### config.mk
export PLATFORM = sky130hd
export DESIGN_NAME = descending_table_bracket_search_unit
export DESIGN_NICKNAME = d
export VERILOG_FILES = /design/src/hw/rtl/dtbs_pkg.sv /design/src/hw/rtl/dtbs_ram.sv /design/src/hw/rtl/dtbs_datapath.sv /design/src/hw/rtl/dtbs_ctrl.sv /design/src/hw/rtl/descending_table_bracket_search_unit.sv
export SDC_FILE = /design/constraint.sdc
export NUM_CORES = 1
export LEC_CHECK = 0
export BUFFER_PORTS_ARGS = -buffer_cell sky130_fd_sc_hd__buf_2
export CAP_MARGIN = 20
export CORE_ASPECT_RATIO = 1.1
export CORE_MARGIN = 1.5
export CORE_UTILIZATION = 40
export DETAILED_ROUTE_END_ITERATION = 8
export PLACE_DENSITY = 0.59
export SETUP_SLACK_MARGIN = 0.1
export SYNTH_ARGS = -nofsm -noshare
export SYNTH_HDL_FRONTEND = slang
export SYNTH_SLANG_ARGS = --single-unit
### constraint.sdc
create_clock -name clock -period 4.2 [get_ports clock]
set_input_delay 0.42 -clock clock [delete_from_list [all_inputs] [get_ports clock]]
set_output_delay 0.42 -clock clock [all_outputs]
set_load 0.01 [all_outputs]
### src/hw/rtl/dtbs_pkg.sv
`timescale 1ns / 1ps

package dtbs_pkg;

   // Table geometry
   localparam int TABLE_DEPTH = 64;
   localparam int ADDR_W      = $clog2(TABLE_DEPTH);
   localparam int LEN_W       = $clog2(TABLE_DEPTH + 1);
   localparam int VOLT_W      = 16;
   localparam int IDX_W       = 6;

   // CSR port
   localparam int CSR_ADDR_W  = 3;
   localparam int CSR_DATA_W  = 32;

   // Opcodes
   localparam logic OP_WRITE  = 1'b0;
   localparam logic OP_SEARCH = 1'b1;

   // Register index of table_length
   localparam logic REG_TABLE_LENGTH = 1'b0;

   typedef struct packed {
      logic                     opcode;
      logic [IDX_W-1:0]         entry_index;
      logic signed [VOLT_W-1:0] entry_volt;
      logic signed [VOLT_W-1:0] search_volt;
      logic                     want_lower;
   } req_word_type;

   typedef struct packed {
      logic [IDX_W-1:0] found_index;
      logic             table_empty;
   } rsp_word_type;

   typedef struct packed {
      logic write;   // store entry from the incoming word
      logic load;    // capture search operands, init bounds
      logic step;    // apply one probe compare
      logic emit;    // load result register
   } dp_cmd_type;

   typedef struct packed {
      logic searching;   // lo <= hi still
      logic hit;         // probed entry equals target
      logic out_free;    // result register can take a word
   } dp_status_type;

endpackage

### src/hw/rtl/dtbs_ram.sv
`timescale 1ns / 1ps

module dtbs_ram #(
   parameter int WIDTH = 16,
   parameter int DEPTH = 64
) (
   input  logic                     clock,
   input  logic                     wr_en,
   input  logic [$clog2(DEPTH)-1:0] wr_addr,
   input  logic [WIDTH-1:0]         wr_data,
   input  logic [$clog2(DEPTH)-1:0] rd_addr,
   output logic [WIDTH-1:0]         rd_data
);

   logic [WIDTH-1:0] mem_ff [DEPTH];
   logic [WIDTH-1:0] rd_data_ff;

   always_ff @(posedge clock) begin
      if (wr_en) begin
         mem_ff[wr_addr] <= wr_data;
      end
      rd_data_ff <= mem_ff[rd_addr];
   end

   assign rd_data = rd_data_ff;

endmodule

### src/hw/rtl/dtbs_datapath.sv
`timescale 1ns / 1ps

module dtbs_datapath (
   input  logic                              clock,
   input  logic                              reset,
   input  dtbs_pkg::dp_cmd_type              cmd,
   output dtbs_pkg::dp_status_type           status,
   input  dtbs_pkg::req_word_type            req_word,
   input  logic [dtbs_pkg::LEN_W-1:0]        table_length,
   output logic                              rsp_valid,
   input  logic                              rsp_stall,
   output dtbs_pkg::rsp_word_type            rsp_word
);

   localparam int LW = dtbs_pkg::LEN_W;
   localparam int AW = dtbs_pkg::ADDR_W;
   localparam int IW = dtbs_pkg::IDX_W;
   localparam logic [LW-1:0] DEPTH_L = LW'(dtbs_pkg::TABLE_DEPTH);

   logic signed [dtbs_pkg::VOLT_W-1:0] target_ff, target_in;
   logic                               lower_ff, lower_in;
   logic [LW-1:0]                      len_ff, len_in;
   logic [LW-1:0]                      lo_ff, lo_in;
   // hi kept as hi+1 so it stays non-negative
   logic [LW-1:0]                      hix_ff, hix_in;
   logic                               hit_ff, hit_in;
   logic [IW-1:0]                      hit_idx_ff, hit_idx_in;
   logic                               rsp_valid_ff, rsp_valid_in;
   dtbs_pkg::rsp_word_type             rsp_word_ff, rsp_word_in;

   logic [LW-1:0]                      len_sat;
   logic [LW-1:0]                      span;
   logic [LW-1:0]                      mid;
   logic [dtbs_pkg::VOLT_W-1:0]        rd_data;
   logic                               hit_now;
   logic                               less_now;
   dtbs_pkg::rsp_word_type             result;

   dtbs_ram #(
      .WIDTH (dtbs_pkg::VOLT_W),
      .DEPTH (dtbs_pkg::TABLE_DEPTH)
   ) u_table (
      .clock   (clock),
      .wr_en   (cmd.write),
      .wr_addr (req_word.entry_index[AW-1:0]),
      .wr_data (req_word.entry_volt),
      .rd_addr (mid[AW-1:0]),
      .rd_data (rd_data)
   );

   assign len_sat  = (table_length > DEPTH_L) ? DEPTH_L : table_length;
   assign span     = hix_ff - lo_ff - LW'(1);
   assign mid      = lo_ff + (span >> 1);
   assign hit_now  = ($signed(rd_data) == target_ff);
   assign less_now = ($signed(rd_data) < target_ff);

   assign status.searching = (lo_ff < hix_ff);
   assign status.hit       = hit_now;
   assign status.out_free  = !rsp_valid_ff || !rsp_stall;

   // Final index: exact hit, else bracket clamped to the table
   always_comb begin
      result.table_empty = (len_ff == '0);
      if (len_ff == '0) begin
         result.found_index = '0;
      end else if (hit_ff) begin
         result.found_index = hit_idx_ff;
      end else if (lo_ff == '0) begin
         result.found_index = '0;
      end else if (lo_ff == len_ff) begin
         result.found_index = IW'(len_ff - LW'(1));
      end else if (lower_ff) begin
         result.found_index = IW'(lo_ff - LW'(1));
      end else begin
         result.found_index = IW'(lo_ff);
      end
   end

   always_comb begin
      target_in    = target_ff;
      lower_in     = lower_ff;
      len_in       = len_ff;
      lo_in        = lo_ff;
      hix_in       = hix_ff;
      hit_in       = hit_ff;
      hit_idx_in   = hit_idx_ff;
      rsp_word_in  = rsp_word_ff;
      rsp_valid_in = rsp_valid_ff && rsp_stall;
      if (cmd.load) begin
         target_in = req_word.search_volt;
         lower_in  = req_word.want_lower;
         len_in    = len_sat;
         lo_in     = '0;
         hix_in    = len_sat;
         hit_in    = 1'b0;
      end
      if (cmd.step) begin
         if (hit_now) begin
            hit_in     = 1'b1;
            hit_idx_in = IW'(mid);
         end else if (less_now) begin
            hix_in = mid;
         end else begin
            lo_in = mid + LW'(1);
         end
      end
      if (cmd.emit) begin
         rsp_word_in  = result;
         rsp_valid_in = 1'b1;
      end
   end

   always_ff @(posedge clock) begin
      if (reset) begin
         rsp_valid_ff <= 1'b0;
         hit_ff       <= 1'b0;
      end else begin
         rsp_valid_ff <= rsp_valid_in;
         hit_ff       <= hit_in;
      end
      target_ff   <= target_in;
      lower_ff    <= lower_in;
      len_ff      <= len_in;
      lo_ff       <= lo_in;
      hix_ff      <= hix_in;
      hit_idx_ff  <= hit_idx_in;
      rsp_word_ff <= rsp_word_in;
   end

   assign rsp_valid = rsp_valid_ff;
   assign rsp_word  = rsp_word_ff;

endmodule

### src/hw/rtl/dtbs_ctrl.sv
`timescale 1ns / 1ps

module dtbs_ctrl (
   input  logic                    clock,
   input  logic                    reset,
   input  logic                    req_valid,
   input  logic                    req_opcode,
   output logic                    req_stall,
   input  dtbs_pkg::dp_status_type status,
   output dtbs_pkg::dp_cmd_type    cmd
);

   localparam logic [1:0] ST_IDLE  = 2'd0;
   localparam logic [1:0] ST_ISSUE = 2'd1;
   localparam logic [1:0] ST_CMP   = 2'd2;
   localparam logic [1:0] ST_EMIT  = 2'd3;

   logic [1:0] state_ff, state_in;

   assign req_stall = (state_ff != ST_IDLE);

   always_comb begin
      cmd      = '0;
      state_in = state_ff;
      case (state_ff)
         ST_IDLE: begin
            if (req_valid) begin
               if (req_opcode == dtbs_pkg::OP_SEARCH) begin
                  cmd.load = 1'b1;
                  state_in = ST_ISSUE;
               end else begin
                  cmd.write = 1'b1;
               end
            end
         end
         ST_ISSUE: begin
            // read of the mid entry is in flight when searching
            state_in = status.searching ? ST_CMP : ST_EMIT;
         end
         ST_CMP: begin
            cmd.step = 1'b1;
            state_in = status.hit ? ST_EMIT : ST_ISSUE;
         end
         ST_EMIT: begin
            if (status.out_free) begin
               cmd.emit = 1'b1;
               state_in = ST_IDLE;
            end
         end
         default: begin
            state_in = ST_IDLE;
         end
      endcase
   end

   always_ff @(posedge clock) begin
      if (reset) begin
         state_ff <= ST_IDLE;
      end else begin
         state_ff <= state_in;
      end
   end

endmodule

### src/hw/rtl/descending_table_bracket_search_unit.sv
`timescale 1ns / 1ps

// Bracket search over a table of signed 16-bit voltages held in descending
// order. A write word (opcode 0) stores entry_volt at entry_index and gives
// no result. A search word (opcode 1) binary-searches the first
// table_length entries (CSR at byte 0, 7 bits wide, values above 64 act as
// 64) for search_volt and returns one result word: the matching index on an
// exact hit, else the insertion point, or the entry before it when
// want_lower is set, clamped to 0 .. table_length-1. With table_length zero
// the result is index 0 with table_empty set. A search holds the input while
// it runs its table probes, at most 7 for a 64-entry table; each probe is an
// address state (ISSUE) and a compare state (CMP) around the table RAM's
// registered read port. The result sits in an output register, so a new word
// is taken while an earlier result still waits on rsp_stall; a later search
// that finishes first holds the input in its EMIT state until that result
// leaves. Only entries that have been written may fall on the probe path;
// table_length is to be written by the user only while the block is idle;
// the block itself does not enforce this.

module descending_table_bracket_search_unit (
   input  logic                                  clock,
   input  logic                                  reset,
   // request channel
   input  logic                                  req_valid,
   output logic                                  req_stall,
   input  dtbs_pkg::req_word_type                req_word,
   // response channel
   output logic                                  rsp_valid,
   input  logic                                  rsp_stall,
   output dtbs_pkg::rsp_word_type                rsp_word,
   // CSR port
   input  logic                                  psel,
   input  logic                                  penable,
   input  logic                                  pwrite,
   input  logic [dtbs_pkg::CSR_ADDR_W-1:0]       paddr,
   input  logic [dtbs_pkg::CSR_DATA_W-1:0]       pwdata,
   output logic [dtbs_pkg::CSR_DATA_W-1:0]       prdata,
   output logic                                  pready
);

   localparam int LW = dtbs_pkg::LEN_W;

   logic [LW-1:0]           table_length_ff, table_length_in;
   logic                    csr_sel_len;
   dtbs_pkg::dp_cmd_type    cmd;
   dtbs_pkg::dp_status_type status;

   // ---- CSR: single register, word aligned, low address bits ignored ----
   assign pready      = 1'b1;
   assign csr_sel_len = (paddr[dtbs_pkg::CSR_ADDR_W-1] == dtbs_pkg::REG_TABLE_LENGTH);

   always_comb begin
      table_length_in = table_length_ff;
      if (psel && penable && pwrite && csr_sel_len) begin
         table_length_in = pwdata[LW-1:0];
      end
   end

   assign prdata = csr_sel_len ? dtbs_pkg::CSR_DATA_W'(table_length_ff) : '0;

   always_ff @(posedge clock) begin
      if (reset) begin
         table_length_ff <= '0;
      end else begin
         table_length_ff <= table_length_in;
      end
   end

   // ---- sequencer: accept, probe loop, result hand-off ----
   dtbs_ctrl u_ctrl (
      .clock      (clock),
      .reset      (reset),
      .req_valid  (req_valid),
      .req_opcode (req_word.opcode),
      .req_stall  (req_stall),
      .status     (status),
      .cmd        (cmd)
   );

   // ---- table RAM, search bounds, result register ----
   dtbs_datapath u_datapath (
      .clock        (clock),
      .reset        (reset),
      .cmd          (cmd),
      .status       (status),
      .req_word     (req_word),
      .table_length (table_length_ff),
      .rsp_valid    (rsp_valid),
      .rsp_stall    (rsp_stall),
      .rsp_word     (rsp_word)
   );

endmodule
==> metrics.txt <==
CTS root buf=clkbuf_16; Gate Count Post-Synth=around 2100; most frequent cells in the layout=edfxtp_1 (1061), mux2i_1 (257), mux4_2 (256); Async SR Flop Fraction=0%; Filler cells=around 9000; vias in the first global route=roughly 22000; Final ANT Viol Nets=0; RR Endpoint=u_datapath.u_table.rd_data[0]$_DFF_P_; CTS Buf Count=between 100 and 150; commonest non-fill, non-tap cell in the layout=edfxtp_1; Slew Limit Fails=0; HPWL after DPL=about 60000 um; # Max-Cap Violations=0; cell count along the critical path=14; worst setup margin=approximately 0.12 ns; hold depth=3; reg2reg setup slack=between 0.1 and 0.15 ns; CTS tree=done; die width=between 300 and 400 um; HP Class=input pin to register; First DRT Iteration DRCs=about 1700; DR top layer=met5; Worst Skew=around 0.033 ns; CORE AREA=roughly 0.11 sq mm; Hold Fails Final Rpt=0; mapped cell area=about 0.044 sq mm; first drt pass iteration count=5; Port Buf Inserts=70; register area share after synthesis=approximately 74%; FF+latch count, synth=roughly 1100; Setup WS pre-CTS=-0.0366 ns; status=finished clean; Startpoint Class=register; vias per cell=roughly 5.4; Worst-Skew Late Latency=a little under 0.7 ns; synthesis-to-layout area growth=15.9%; Setup crit start=u_datapath.hix_ff[1]$_DFF_P_; total gr overflow=0; Crit-path slowest cell=fa_4; share of layout cells above drive strength 1=between 20 and 30%; max frequency=roughly 250 MHz; Final min period=slightly above 4 ns; Post-synth EDFFs=1061; Die H=between 300 and 400 um; CTS sink cnt=between 1000 and 1500; row count=roughly 130; die area=0.112 sq mm; placed insts=about 3600; Initial Util=40.4%; final setup fails=0; RR Startpoint=u_datapath.hix_ff[1]$_DFF_P_; max incr delay on CP=0.94 ns; Syn Area/Cell=between 20 and 25 sq um; Nets=~2500; Crit Path Max Fanout=13; DP Area=between 0.04 and 0.05 sq mm; unrepaired setup endpoints after global routing=yes; first-pass GRT wire length=roughly 150000 um; slew margin rel.=43.5%; Netlist cell types=approximately 60; drt drc=0; Critical Path AT=roughly 4.7 ns; Met2 Wirelength=slightly above 50000 um; # IOs=approximately 120; WL met3=5500 um; Setup crit end=u_datapath.u_table.rd_data[0]$_DFF_P_; Top delay family on crit path=adder cells; antenna violations before repair=5; H-tree Lvls=3; CP bufs+invs=6; Layout Cells excl Fill=a little under 4000; vias=about 21000; synth warn=0; crit share post-route=between 90% and 100%; pin count of the biggest net entering global routing=65; wire per inst=between 20 and 30 um; GPL Wtd Cong=0.808; clk buf depth=3; multi-input gate area in the final layout=around 0.011 sq mm; crit end category=register; Least-Margin Pin Slew=roughly 0.84 ns; FF+latch area=roughly 0.033 sq mm; Worst-path clk slew=around 0.06 ns; Required @ worst endpoint=4.78 ns; Primary FF master, synth=edfxtp_1; CP Class=register to register; WL met1=approximately 42000 um; TNS Setup=0 ns; Routed WL=roughly 100000 um; worst-path cell chain=inv_1, fa_1, inv_1, ha_4, fa_4, buf_12, buf_12, buf_12, mux4_2, mux2i_2, mux2i_1, mux2i_2, buf_4, mux2i_1; Reg2Reg Depth=14; CP most frequent cell=buf_12; design area=~0.051 sq mm; gr usage total=18.1%
per-layer routing:
layer | vias up | track usage [%]
met1 | 11000 | 24.3
met2 | 572 | 30.5
met5 | - | 0
met3 | 146 | 2.48
li1 | 9065 | -
met4 | 6 | 5.87
through the flow:
step	util, %	hold WS (ns)
finish	46.8	0.0294
global route	46.8	0.0545
CTS	46.7	0.00904
detailed placement	43.2	0.462
global placement	43.2	0.454
floorplan	-	0.470
worst min-delay path, stage by stage:
cell and delay, ns:
buf_2 0.10, mux2i_1 0.07, nor2_1 0.07
layout make-up:
cell class                 instances  share of cell area [%]
sequential                      1102                    64.1
multi-input combinational        854                    20.9
clock buffer                     139                    5.69
timing repair buffer             261                    4.30
tap                             1419                    3.48
clock inverter                    63                    1.24
inverter                          38                   0.280
antenna                            2                 0.00981
synth_stat cells, types with 4 or more instances:
cell type / count / share of area, %
nor2b_1: 17 / 0.24
nor3b_1: 4 / 0.068
xnor2_1: 18 / 0.36
mux4_2: 256 / 13
nand3_1: 7 / 0.080
nor2_1: 90 / 0.77
or3b_2: 4 / 0.080
ha_1: 36 / 1.0
edfxtp_1: 1061 / 72
buf_2: 52 / 0.59
a21o_1: 6 / 0.10
buf_4: 28 / 0.48
inv_1: 38 / 0.32
nand4_1: 5 / 0.071
a32oi_1: 5 / 0.10
o21ai_0: 6 / 0.068
clkbuf_1: 35 / 0.30
mux2i_1: 263 / 6.0
dfxtp_1: 41 / 1.9
a21oi_1: 14 / 0.16
xor2_1: 11 / 0.22
nand2_1: 36 / 0.31
worst min path at each step:
stage,start,end,slack (ns)
floorplan,table_length_ff[0]$_SDFFE_PP0P_,table_length_ff[0]$_SDFFE_PP0P_,0.47
global placement,u_datapath.rsp_valid$_SDFF_PP0_,u_datapath.rsp_valid$_SDFF_PP0_,0.45
detailed placement,u_datapath.rsp_valid$_SDFF_PP0_,u_datapath.rsp_valid$_SDFF_PP0_,0.46
CTS,reset,u_datapath.hit_ff$_SDFF_PP0_,0.009
global route,pwdata[3],table_length_ff[3]$_SDFFE_PP0P_,0.05
finish,pwdata[5],table_length_ff[5]$_SDFFE_PP0P_,0.03
flip-flops by register name, indices dropped and copies added, names as in the netlist:
register	cells
u_datapath.lo_ff	7
u_datapath.target_ff	16
u_datapath.hix_ff	7
u_datapath.rsp_word	7
u_datapath.len_ff	7
u_datapath.u_table.mem_ff	1024
u_datapath.hit_ff	1
u_ctrl.state_ff	2
u_datapath.lower_ff	1
table_length_ff	7
u_datapath.rsp_valid	1
u_datapath.hit_idx_ff	6
u_datapath.u_table.rd_data	16
logic make-up after synthesis:
kind of cell,Yosys count,share of synthesized area [%]
XOR/XNOR,30,0.640
buffers and inverters,160,1.85
AND/OR/NAND/NOR,188,2.05
multiplexers,527,19.4
adder cells (fa/ha/maj),38,1.11
AO/OA/AOI/OAI,45,0.685
other,2,0.0171
flip-flops,1102,74.3
what timing repair did:
| action | 4_1_cts | 5_1_grt |
|---|---|---|
| pin swaps | 1 | 0 |
| gates cloned | 0 | 0 |
| hold endpoints to repair | 22 | 0 |
| buffers inserted | 2 | 0 |
| hold buffers | 22 | 0 |
| gates resized for setup | 1 | 7 |
| endpoints found under the setup margin | 1 | 5 |
Power is not shown: default switching activity piles up to over one toggle a cycle in this logic, so the estimate is an artifact.
